[config.mk]
export PLATFORM = sky130hd
export DESIGN_NAME = bitmap_page_run_allocator_unit_flat
export DESIGN_NICKNAME = d
export VERILOG_FILES = /design/src/hdl/bpra_pkg.sv /design/src/hdl/bpra_if.sv /design/src/hdl/bitmap_page_run_allocator_unit.sv /design/src/hdl/bpra_ram.sv /design/src/hdl/bpra_ctrl.sv /design/src/hdl/bpra_dpath.sv /design/src/flat_wrapper.sv
export SDC_FILE = /design/constraint.sdc
export NUM_CORES = 2
export LEC_CHECK = 0
export BUFFER_PORTS_ARGS = -buffer_cell sky130_fd_sc_hd__buf_2
export CAP_MARGIN = 20
export CORE_UTILIZATION = 41
export CTS_BUF_LIST = sky130_fd_sc_hd__clkbuf_4
export CTS_CLUSTER_DIAMETER = 40
export DETAILED_ROUTE_END_ITERATION = 10
export GPL_ROUTABILITY_DRIVEN = 0
export MAX_ROUTING_LAYER = met4
export PLACE_DENSITY_LB_ADDON = 0.15
export SYNTH_ARGS = -nofsm -noshare
export SYNTH_HDL_FRONTEND = slang
export SYNTH_SLANG_ARGS = --single-unit
export TNS_END_PERCENT = 20
[constraint.sdc]
create_clock -name i_clk -period 11 [get_ports i_clk]
set_input_delay 0 -clock i_clk [delete_from_list [all_inputs] [get_ports i_clk]]
set_output_delay 0 -clock i_clk [all_outputs]
set_load 0.05 [all_outputs]
[src/hdl/bpra_pkg.sv]
// ----------------------------------------------------------------------------
// Bitmap page run allocator: package
// Sizes, codes and controller/datapath bundles shared by the allocator files.
// ----------------------------------------------------------------------------
`default_nettype none

package bpra_pkg;

    localparam int PAGES      = 1024;
    localparam int PAGE_BYTES = 4096;
    localparam int PAGE_SHIFT = $clog2(PAGE_BYTES);
    localparam int PAGE_W     = $clog2(PAGES);
    localparam int RUN_W      = PAGE_W + 1;
    localparam int WORD_W     = 8;
    localparam int SUB_W      = $clog2(WORD_W);
    localparam int NWORDS     = PAGES / WORD_W;
    localparam int IDX_W      = $clog2(NWORDS);
    localparam int BYTE_W     = 23;
    localparam int ADDR_W     = 32;
    localparam int STATUS_W   = 2;
    localparam int CNT_W      = BYTE_W - PAGE_SHIFT + 1;
    localparam int FPG_W      = ADDR_W - PAGE_SHIFT;

    typedef enum logic [STATUS_W-1:0] {
        ST_OK        = 2'd0,
        ST_NO_SPACE  = 2'd1,
        ST_NOT_ALLOC = 2'd2
    } t_status;

    typedef enum logic {
        REQ_ALLOC = 1'b0,
        REQ_FREE  = 1'b1
    } t_req_type;

    typedef enum logic [2:0] {
        S_IDLE,
        S_DECIDE,
        S_SCAN,
        S_CHECK,
        S_UPDATE,
        S_RESP
    } t_state;

    typedef enum logic [1:0] {
        OP_SCAN,
        OP_CHECK,
        OP_UPDATE
    } t_op;

    typedef struct packed {
        logic    load;
        logic    start_scan;
        logic    start_check;
        logic    start_update;
        logic    upd_set;
        logic    set_status;
        t_status status;
        logic    push;
    } t_dp_cmd;

    typedef struct packed {
        logic is_free;
        logic alloc_bad;
        logic free_empty;
        logic free_out;
        logic done;
        logic hit;
        logic fail;
        logic out_free;
    } t_dp_stat;

endpackage

`default_nettype wire

[src/hdl/bpra_if.sv]
// ----------------------------------------------------------------------------
// Bitmap page run allocator: channel interfaces
// Request and response channels with a valid/ready handshake.
// ----------------------------------------------------------------------------
`default_nettype none

interface bpra_req_if;
    logic                          valid;
    logic                          ready;
    logic                          req_type;
    logic [bpra_pkg::BYTE_W-1:0]   byte_count;
    logic [bpra_pkg::ADDR_W-1:0]   address;

    modport source (output valid, req_type, byte_count, address, input ready);
    modport sink   (input valid, req_type, byte_count, address, output ready);
endinterface

interface bpra_rsp_if;
    logic                          valid;
    logic                          ready;
    logic [bpra_pkg::STATUS_W-1:0] status;
    logic [bpra_pkg::ADDR_W-1:0]   start_address;

    modport source (output valid, status, start_address, input ready);
    modport sink   (input valid, status, start_address, output ready);
endinterface

`default_nettype wire

[src/hdl/bitmap_page_run_allocator_unit.sv]
// ----------------------------------------------------------------------------
// Bitmap page run allocator
// First-fit page run allocation and freeing over a one-bit-per-page map.
// ----------------------------------------------------------------------------
// Requests arrive on i_req (valid/ready): an allocate takes a byte count, a
// free takes a byte count and a start address. Every request produces one
// transaction on o_rsp with a status and, for a successful allocate, the
// run's start address.
// The map sits in a RAM of 8-bit rows and is read one row per cycle through
// its single read port. An allocate scans from row 0 until the first fitting
// run is found (at most PAGES/8 rows), then runs a write pass over the rows
// of the run. A free runs a check pass over its rows and, if every page is
// in use, a write pass over the same rows. Every request also goes through
// decode and hand-off; one that is rejected by its size alone makes no map
// pass.
// One request is in service at a time; i_req.ready is high only while idle.
// Reset clears the per-row valid flags, so the map reads as page 0 used and
// all other pages free at once, without a clearing pass.
// A stalled receiver holds the result in the output register; the next request
// is still taken and processed, and then waits for that register to empty.
// ----------------------------------------------------------------------------
`default_nettype none

module bitmap_page_run_allocator_unit (
    input  wire logic  i_clk,
    input  wire logic  i_rst_n,
    bpra_req_if.sink   i_req,
    bpra_rsp_if.source o_rsp
);
    import bpra_pkg::*;

    t_dp_cmd  w_cmd;
    t_dp_stat w_stat;

    bpra_ctrl u_ctrl (
        .i_clk      (i_clk),
        .i_rst_n    (i_rst_n),
        .i_in_valid (i_req.valid),
        .o_in_ready (i_req.ready),
        .i_stat     (w_stat),
        .o_cmd      (w_cmd)
    );

    bpra_dpath u_dpath (
        .i_clk               (i_clk),
        .i_rst_n             (i_rst_n),
        .i_req_type          (i_req.req_type),
        .i_byte_count        (i_req.byte_count),
        .i_address           (i_req.address),
        .o_rsp_valid         (o_rsp.valid),
        .i_rsp_ready         (o_rsp.ready),
        .o_rsp_status        (o_rsp.status),
        .o_rsp_start_address (o_rsp.start_address),
        .i_cmd               (w_cmd),
        .o_stat              (w_stat)
    );

endmodule

`default_nettype wire

[src/hdl/bpra_ram.sv]
// ----------------------------------------------------------------------------
// Bitmap page run allocator: generic RAM
// One write port and one read port with registered read data.
// ----------------------------------------------------------------------------
`default_nettype none

module bpra_ram #(
    parameter int WIDTH = 8,
    parameter int DEPTH = 128
) (
    input  wire logic                     i_clk,
    input  wire logic                     i_we,
    input  wire logic [$clog2(DEPTH)-1:0] i_waddr,
    input  wire logic [WIDTH-1:0]         i_wdata,
    input  wire logic [$clog2(DEPTH)-1:0] i_raddr,
    output logic      [WIDTH-1:0]         o_rdata
);

    logic [WIDTH-1:0] r_mem [DEPTH];
    logic [WIDTH-1:0] r_rdata;

    always_ff @(posedge i_clk) begin
        if (i_we) begin
            r_mem[i_waddr] <= i_wdata;
        end
        r_rdata <= r_mem[i_raddr];
    end

    assign o_rdata = r_rdata;

endmodule

`default_nettype wire

[src/hdl/bpra_ctrl.sv]
// ----------------------------------------------------------------------------
// Bitmap page run allocator: controller
// Sequences request intake, map passes and the response hand-off.
// ----------------------------------------------------------------------------
`default_nettype none

module bpra_ctrl (
    input  wire logic               i_clk,
    input  wire logic               i_rst_n,
    input  wire logic               i_in_valid,
    output logic                    o_in_ready,
    input  wire bpra_pkg::t_dp_stat i_stat,
    output bpra_pkg::t_dp_cmd       o_cmd
);
    import bpra_pkg::*;

    t_state r_state;
    t_state n_state;

    always_ff @(posedge i_clk) begin
        if (!i_rst_n) begin
            r_state <= S_IDLE;
        end else begin
            r_state <= n_state;
        end
    end

    always_comb begin
        n_state    = r_state;
        o_cmd      = '0;
        o_in_ready = 1'b0;
        case (r_state)
            S_IDLE: begin
                o_in_ready = 1'b1;
                if (i_in_valid) begin
                    o_cmd.load = 1'b1;
                    n_state    = S_DECIDE;
                end
            end
            S_DECIDE: begin
                if (!i_stat.is_free) begin
                    if (i_stat.alloc_bad) begin
                        o_cmd.set_status = 1'b1;
                        o_cmd.status     = ST_NO_SPACE;
                        n_state          = S_RESP;
                    end else begin
                        o_cmd.start_scan = 1'b1;
                        n_state          = S_SCAN;
                    end
                end else if (i_stat.free_empty) begin
                    o_cmd.set_status = 1'b1;
                    o_cmd.status     = ST_OK;
                    n_state          = S_RESP;
                end else if (i_stat.free_out) begin
                    o_cmd.set_status = 1'b1;
                    o_cmd.status     = ST_NOT_ALLOC;
                    n_state          = S_RESP;
                end else begin
                    o_cmd.start_check = 1'b1;
                    n_state           = S_CHECK;
                end
            end
            S_SCAN: begin
                if (i_stat.done) begin
                    if (i_stat.hit) begin
                        o_cmd.start_update = 1'b1;
                        o_cmd.upd_set      = 1'b1;
                        n_state            = S_UPDATE;
                    end else begin
                        o_cmd.set_status = 1'b1;
                        o_cmd.status     = ST_NO_SPACE;
                        n_state          = S_RESP;
                    end
                end
            end
            S_CHECK: begin
                if (i_stat.done) begin
                    if (i_stat.fail) begin
                        o_cmd.set_status = 1'b1;
                        o_cmd.status     = ST_NOT_ALLOC;
                        n_state          = S_RESP;
                    end else begin
                        o_cmd.start_update = 1'b1;
                        n_state            = S_UPDATE;
                    end
                end
            end
            S_UPDATE: begin
                if (i_stat.done) begin
                    o_cmd.set_status = 1'b1;
                    o_cmd.status     = ST_OK;
                    n_state          = S_RESP;
                end
            end
            S_RESP: begin
                if (i_stat.out_free) begin
                    o_cmd.push = 1'b1;
                    n_state    = S_IDLE;
                end
            end
            default: begin
                n_state = S_IDLE;
            end
        endcase
    end

endmodule

`default_nettype wire

[src/hdl/bpra_dpath.sv]
// ----------------------------------------------------------------------------
// Bitmap page run allocator: datapath
// Request registers, page map RAM, word-per-cycle scan and update passes,
// and the response register.
// ----------------------------------------------------------------------------
`default_nettype none

module bpra_dpath (
    input  wire logic                            i_clk,
    input  wire logic                            i_rst_n,
    input  wire logic                            i_req_type,
    input  wire logic [bpra_pkg::BYTE_W-1:0]     i_byte_count,
    input  wire logic [bpra_pkg::ADDR_W-1:0]     i_address,
    output logic                                 o_rsp_valid,
    input  wire logic                            i_rsp_ready,
    output logic      [bpra_pkg::STATUS_W-1:0]   o_rsp_status,
    output logic      [bpra_pkg::ADDR_W-1:0]     o_rsp_start_address,
    input  wire bpra_pkg::t_dp_cmd               i_cmd,
    output bpra_pkg::t_dp_stat                   o_stat
);
    import bpra_pkg::*;

    // Request registers.
    t_req_type          r_kind;
    logic [CNT_W-1:0]   r_cnt;
    logic [FPG_W-1:0]   r_first;
    logic [PAGE_W-1:0]  r_lo;

    // Pass engine.
    t_op                r_op;
    logic               r_busy;
    logic [IDX_W-1:0]   r_rd_idx;
    logic [IDX_W-1:0]   r_end_idx;
    logic               r_q_vld;
    logic [IDX_W-1:0]   r_q_idx;
    logic               r_q_last;
    logic               r_q_rowvld;
    logic               r_upd_set;
    logic [NWORDS-1:0]  r_row_vld;
    logic               r_done;
    logic               r_hit;
    logic               r_fail;
    logic [RUN_W-1:0]   r_run;
    logic [PAGE_W-1:0]  r_start;

    // Response.
    t_status            r_res_status;
    logic               r_out_vld;
    t_status            r_out_status;
    logic [ADDR_W-1:0]  r_out_addr;

    logic [BYTE_W:0]    w_bytes_up;
    logic [FPG_W:0]     w_free_end;
    logic [PAGE_W-1:0]  w_hi;
    logic [WORD_W-1:0]  w_mem_q;
    logic [WORD_W-1:0]  w_word;
    logic [WORD_W-1:0]  w_mask;
    logic [WORD_W-1:0]  w_wdata;
    logic               w_we;
    logic               w_fail;
    logic               w_hit;
    logic [RUN_W-1:0]   w_run;
    logic [PAGE_W-1:0]  w_start;
    logic [PAGE_W-1:0]  w_hstart;
    logic               w_stop;
    logic               w_out_free;

    assign w_bytes_up = {1'b0, i_byte_count} + (BYTE_W + 1)'(PAGE_BYTES - 1);
    assign w_free_end = {1'b0, r_first} + (FPG_W + 1)'(r_cnt);
    assign w_hi       = r_lo + PAGE_W'(r_cnt) - PAGE_W'(1);

    bpra_ram #(
        .WIDTH (WORD_W),
        .DEPTH (NWORDS)
    ) u_map_ram (
        .i_clk   (i_clk),
        .i_we    (w_we),
        .i_waddr (r_q_idx),
        .i_wdata (w_wdata),
        .i_raddr (r_rd_idx),
        .o_rdata (w_mem_q)
    );

    // A row never written holds its reset pattern: page 0 used, all else free.
    assign w_word = r_q_rowvld ? w_mem_q :
                    ((r_q_idx == '0) ? WORD_W'(1) : '0);

    always_comb begin
        logic [PAGE_W-1:0] p;
        w_mask = '0;
        for (int i = 0; i < WORD_W; i++) begin
            p         = {r_q_idx, SUB_W'(i)};
            w_mask[i] = (p >= r_lo) && (p <= w_hi);
        end
    end

    always_comb begin
        logic [PAGE_W-1:0] p;
        w_run    = r_run;
        w_start  = r_start;
        w_hit    = 1'b0;
        w_hstart = r_start;
        for (int i = 0; i < WORD_W; i++) begin
            p = {r_q_idx, SUB_W'(i)};
            if (w_word[i]) begin
                w_run = '0;
            end else begin
                if (w_run == '0) begin
                    w_start = p;
                end
                w_run = w_run + RUN_W'(1);
                if (!w_hit && (32'(w_run) == 32'(r_cnt))) begin
                    w_hit    = 1'b1;
                    w_hstart = w_start;
                end
            end
        end
    end

    assign w_fail  = |(w_mask & ~w_word);
    assign w_wdata = r_upd_set ? (w_word | w_mask) : (w_word & ~w_mask);
    assign w_we    = r_q_vld && (r_op == OP_UPDATE);
    assign w_stop  = r_q_vld && (r_q_last || ((r_op == OP_SCAN) && w_hit) ||
                                 ((r_op == OP_CHECK) && w_fail));

    assign w_out_free = !r_out_vld || i_rsp_ready;

    always_ff @(posedge i_clk) begin
        if (!i_rst_n) begin
            r_busy    <= 1'b0;
            r_q_vld   <= 1'b0;
            r_done    <= 1'b0;
            r_row_vld <= '0;
            r_out_vld <= 1'b0;
        end else begin
            r_done <= w_stop;
            if (r_busy) begin
                r_q_vld <= 1'b1;
                if (r_rd_idx == r_end_idx) begin
                    r_busy <= 1'b0;
                end
            end else begin
                r_q_vld <= 1'b0;
            end
            if (w_stop) begin
                r_busy  <= 1'b0;
                r_q_vld <= 1'b0;
            end
            if (i_cmd.start_scan || i_cmd.start_check || i_cmd.start_update) begin
                r_busy <= 1'b1;
            end
            if (w_we) begin
                r_row_vld[r_q_idx] <= 1'b1;
            end
            if (i_cmd.push) begin
                r_out_vld <= 1'b1;
            end else if (i_rsp_ready) begin
                r_out_vld <= 1'b0;
            end
        end
    end

    always_ff @(posedge i_clk) begin
        if (i_cmd.load) begin
            r_kind  <= t_req_type'(i_req_type);
            r_cnt   <= w_bytes_up[BYTE_W:PAGE_SHIFT];
            r_first <= i_address[ADDR_W-1:PAGE_SHIFT];
            r_lo    <= i_address[PAGE_SHIFT +: PAGE_W];
        end
        if (r_busy) begin
            r_q_idx    <= r_rd_idx;
            r_q_last   <= (r_rd_idx == r_end_idx);
            r_q_rowvld <= r_row_vld[r_rd_idx];
            r_rd_idx   <= r_rd_idx + IDX_W'(1);
        end
        if (i_cmd.start_scan) begin
            r_op      <= OP_SCAN;
            r_rd_idx  <= '0;
            r_end_idx <= IDX_W'(NWORDS - 1);
            r_run     <= '0;
            r_start   <= '0;
        end
        if (i_cmd.start_check) begin
            r_op      <= OP_CHECK;
            r_rd_idx  <= r_lo[PAGE_W-1:SUB_W];
            r_end_idx <= w_hi[PAGE_W-1:SUB_W];
        end
        if (i_cmd.start_update) begin
            r_op      <= OP_UPDATE;
            r_rd_idx  <= r_lo[PAGE_W-1:SUB_W];
            r_end_idx <= w_hi[PAGE_W-1:SUB_W];
            r_upd_set <= i_cmd.upd_set;
        end
        if (r_q_vld && (r_op == OP_SCAN)) begin
            r_run   <= w_run;
            r_start <= w_start;
            if (w_hit) begin
                r_lo <= w_hstart;
            end
        end
        if (w_stop) begin
            r_hit  <= (r_op == OP_SCAN) && w_hit;
            r_fail <= (r_op == OP_CHECK) && w_fail;
        end
        if (i_cmd.set_status) begin
            r_res_status <= i_cmd.status;
        end
        if (i_cmd.push) begin
            r_out_status <= r_res_status;
            if ((r_res_status == ST_OK) && (r_kind == REQ_ALLOC)) begin
                r_out_addr <= ADDR_W'({r_lo, PAGE_SHIFT'(0)});
            end else begin
                r_out_addr <= '0;
            end
        end
    end

    always_comb begin
        o_stat            = '0;
        o_stat.is_free    = (r_kind == REQ_FREE);
        o_stat.alloc_bad  = (r_cnt == '0) || (32'(r_cnt) > 32'(PAGES));
        o_stat.free_empty = (r_cnt == '0);
        o_stat.free_out   = (w_free_end > (FPG_W + 1)'(PAGES));
        o_stat.done       = r_done;
        o_stat.hit        = r_hit;
        o_stat.fail       = r_fail;
        o_stat.out_free   = w_out_free;
    end

    assign o_rsp_valid         = r_out_vld;
    assign o_rsp_status        = r_out_status;
    assign o_rsp_start_address = r_out_addr;

endmodule

`default_nettype wire

[src/flat_wrapper.sv]
// flat-port wrapper written by rule: the top's interface ports become plain ports
module bitmap_page_run_allocator_unit_flat import bpra_pkg::*;
  (i_clk, i_rst_n, i_req_valid, i_req_req_type, i_req_byte_count, i_req_address, i_req_ready, o_rsp_valid, o_rsp_status, o_rsp_start_address, o_rsp_ready);
  bpra_req_if i_req_i ();
  bpra_rsp_if o_rsp_i ();
  input  wire logic i_clk;
  input  wire logic i_rst_n;
  input wire logic [$bits(i_req_i.valid)-1:0] i_req_valid;
  input wire logic [$bits(i_req_i.req_type)-1:0] i_req_req_type;
  input wire logic [$bits(i_req_i.byte_count)-1:0] i_req_byte_count;
  input wire logic [$bits(i_req_i.address)-1:0] i_req_address;
  output wire logic [$bits(i_req_i.ready)-1:0] i_req_ready;
  output wire logic [$bits(o_rsp_i.valid)-1:0] o_rsp_valid;
  output wire logic [$bits(o_rsp_i.status)-1:0] o_rsp_status;
  output wire logic [$bits(o_rsp_i.start_address)-1:0] o_rsp_start_address;
  input wire logic [$bits(o_rsp_i.ready)-1:0] o_rsp_ready;
  assign i_req_i.valid = i_req_valid;
  assign i_req_i.req_type = i_req_req_type;
  assign i_req_i.byte_count = i_req_byte_count;
  assign i_req_i.address = i_req_address;
  assign i_req_ready = i_req_i.ready;
  assign o_rsp_valid = o_rsp_i.valid;
  assign o_rsp_status = o_rsp_i.status;
  assign o_rsp_start_address = o_rsp_i.start_address;
  assign o_rsp_i.ready = o_rsp_ready;
  bitmap_page_run_allocator_unit u_core (.i_clk(i_clk), .i_rst_n(i_rst_n), .i_req(i_req_i), .o_rsp(o_rsp_i));
endmodule
==> qor.yml <==
floorplan:
  io_pins: 96
  rows: 135
  die-width_microns: 373
  core_sq_um: 136000
  start_util: 0.415
  die_h_microns: 373
  die_area_sq_um: 139000
cts:
  cts_buffer_depth: 4
  clk_pin_slew_ns: 0.06
  cts.repair.resized: 0
  cts-buffers-inserted: 351
  cts.sinks: 1273
  cts-root-buf: "clkbuf_4"
  postCtsSetupBuffers: 0
  clkLatencyLatePin_ns: 1.25
  htreeDepth: 5
  cts_tree: "yes"
sta:
  rsz0062_at_grt: "no"
  fin_crit_sh: 0.870
  finalSetupViolations: 0
  slew_viol_final: 0
  worstMarginPinSlew_ns: 1.11
  slew_headroom: 0.261
  finClkSkew_ns: 0.107
  finalHoldViolations: 0
  fmax_mhz: 104
  worst_slack_ns: 1.43
  setup_tns_ns: 0
  fin_crit_ns: 9.57
drt:
  drc: 0
  routedWlPerCell_microns: 25.3
  drt_iter0_markers: 2712
  num_vias: 33025
  viasPerCell: 5.63
  drt_wl_total_mm: 149
  antenna_left: 0
  dr.pass1.iters: 6
logic_synthesis:
  ys_types: 119
  synth-seq-cells: 1273
  seq_area_frac_synth: 0.649
  ys.flop_type: "edfxtp_1"
  yosys.area.top_type_share: 0.594
  yosysTopAreaCell: "edfxtp_1"
  synthCells: 3417
  synth-edff-count: 1118
  yosysWarnings: 0
  ys_top_cells_by_area: "edfxtp_1 59%, mux4_2 15%, dfxtp_1 5.5%"
  async_reset_ff_frac: 0
  avgSynthCellArea_sq_um: 16.5
  syn_area_sq_um: 56500
setup_path:
  end_kind: "flop"
  slowest_stage: "a31oi_1"
  path_max_fanout: 13
  arrival_ns: 10.75
  critPathTopFamily: "simple AND/OR/NAND/NOR gates"
  crit_required_ns: 12.18
  cp-start-kind: "flop"
  timing.rr.start: "u_core.u_dpath.r_q_idx[5]"
  cpMostUsedCell: "ha_1"
  max_stage_delay_ns: 0.83
  crit_buf_inv: 1
  worstSetupPathType: "flop to flop"
  reg2reg_to: "u_core.u_dpath.r_busy"
  r2r_cells: 28
  r2r_setup_slack_ns: 1.43
grt:
  overflow: 0
  antenna_found_initial: 5
  grt_max_degree: 132
  grt_pass1_vias: 34416
  grt_pass1_wl_mm: 223
  grt_util_all_layers: 0.222
pwr:
  p_int_mw: 9.83
  p_switching_mw: 4.65
  power_frac_comb: 0.271
  p_leak_nw: 21.7
  irDropWorstVdd_mv: 0.307
  clkPwrFrac: 0.297
  power_switching_share: 0.321
  power_density_nw_per_um2: 224
  power.share.sequential: 0.432
place:
  port_buffers: 61
  place_inst: 5130
  place_area_sq_um: 58700
  post-dp-hpwl_mm: 92.2
  pre_cts_slack_ns: 1.59
worst_hold_path:
  hold_end: "u_core.u_dpath.r_cnt[7]"
  whs_path_depth: 5
  hp-start: "i_req_byte_count[18]"
  hold_path.class: "input port to flop"
cells_and_area:
  final_util: 0.474
  stdcell_area_sq_um: 64500
  syn_to_final_growth_pct: 14.2
  fin_cells: 5871
  filler_cell_count: 11735
  drive_gt1_frac: 0.287
  nNetsFinal: 3942
flow_run:
  max_cap_viol_count: 0
status:
  status: "finished clean"
-- cell families (layout without fill, tap and decap cells) --
group | after synthesis | in the layout | synth area share
AO/OA/AOI/OAI | 466 | 466 | 0.0605
multiplexers | 419 | 419 | 0.159
XOR/XNOR | 172 | 172 | 0.0293
AND/OR/NAND/NOR | 736 | 736 | 0.0663
other | 1 | 30 | 0.0000664
adder cells (fa/ha/maj) | 64 | 64 | 0.0144
buffers and inverters | 286 | 930 | 0.0217
flip-flops | 1273 | 1273 | 0.649
-- stage by stage --
| stage | hold WS (ns) | total power, mW |
|---|---|---|
| floorplan | 0.0989 | 9.03 |
| global placement | 0.180 | 10.1 |
| detailed placement | 0.181 | 10.2 |
| CTS | 0.00840 | 14.6 |
| global route | 0.165 | 15.2 |
| finish | 0.274 | 14.5 |
-- layer usage --
layer / GRT usage / up-vias / wire length (microns)
met5: - / - / 0
met4: 0.0634 / 0 / 2860
met3: 0.0530 / 218 / 9950
met2: 0.345 / 1149 / 71600
met1: 0.290 / 17085 / 64400
li1: - / 14573 / -
-- repair_timing --
item                                   in CTS  in global routing
endpoints found under the hold margin     223                  0
hold buffers                              112                  0
setup endpoints to repair                   0                  0
-- cells in the mapped netlist (40+ instances only) --
cell	count
a21oi_1	63
buf_1	41
clkbuf_1	115
dfxtp_1	155
edfxtp_1	1118
ha_1	62
inv_1	81
mux4_2	378
nand2_1	151
nand3_1	52
nor2_1	243
nor3_1	50
o21a_1	149
o21ai_0	59
xnor2_1	119
xor2_1	40
-- cell type report --
class,instances,area (sq um),area share
Sequential cell,1273,36700,0.569
Multi-Input combinational cell,1879,18800,0.291
Clock buffer,555,4170,0.0646
Tap cell,1781,2230,0.0345
Timing Repair Buffer,226,1950,0.0302
Clock inverter,62,379,0.00588
Inverter,87,327,0.00506
Antenna cell,8,20.0,0.000310
-- flip-flops by register name, summed over array words and instances, names as in the netlist, 8 cells and up --
register and flops:
u_core.u_dpath.u_map_ram.r_mem 1024, u_core.u_dpath.r_row_vld 128, u_core.u_dpath.r_first 20, u_core.u_dpath.r_cnt 12
u_core.u_dpath.r_run 11, u_core.u_dpath.o_rsp_start_address 10, u_core.u_dpath.r_lo 10, u_core.u_dpath.r_start 10
u_core.u_dpath.u_map_ram.o_rdata 8
-- power groups by stage --
stage	combinational [mW]	clock, mW	sequential [mW]
floorplan	2.59	0	6.44
global placement	3.73	0	6.35
detailed placement	3.87	0	6.35
CTS	3.92	4.43	6.25
global route	4.27	4.70	6.26
finish	3.92	4.31	6.25
-- worst register-to-register path, delay by kind of cell, from the launching register on --
| kind | cells | cell delay [ns] |
|---|---|---|
| xor+xnor | 2 | 0.67 |
| flops | 1 | 0.64 |
| buf+inv | 1 | 0.08 |
| compound gates | 9 | 2.92 |
| simple gates | 12 | 3.83 |
| fa+ha+maj | 4 | 1.42 |
-- how the worst max path moves through the flow --
stage               depth (start not counted)                                    to                      start  slack, ns
global route                               28                 u_core.u_dpath.r_busy  u_core.u_dpath.r_q_idx[5]       0.86
floorplan                                  19  u_core.u_dpath.u_map_ram.r_mem[0][3]    u_core.u_dpath.r_cnt[1]       0.87
detailed placement                         28                 u_core.u_dpath.r_busy  u_core.u_dpath.r_q_idx[5]       1.59
global placement                           28                 u_core.u_dpath.r_busy  u_core.u_dpath.r_q_idx[5]       1.87
CTS                                        28                 u_core.u_dpath.r_busy  u_core.u_dpath.r_q_idx[5]       1.59
finish                                     28                 u_core.u_dpath.r_busy  u_core.u_dpath.r_q_idx[5]       1.43
-- placed cells by master (no fill, tap or decap), types with 11 or more instances in the layout --
cell type         n
nor2_1          243
ha_1             62
nor3_1           50
mux4_2          378
o211ai_1         21
a21oi_1          62
nor2b_1          22
clkinv_1         44
buf_2            60
and2_1           33
o21a_1          149
clkbuf_4        555
edfxtp_1       1118
xnor2_1         119
mux2_2           13
and3_1           14
nand2b_1         15
nor4_1           31
dlygate4sd3_1   111
conb_1           22
buf_4            42
inv_1            81
nand2_1         148
o21ai_1          11
nand3_1          52
a21o_1           24
o21ai_0          55
xor2_1           40
mux2i_1          22
dfxtp_1         155
nand4_1          34
(Power assumes the default switching activity.)
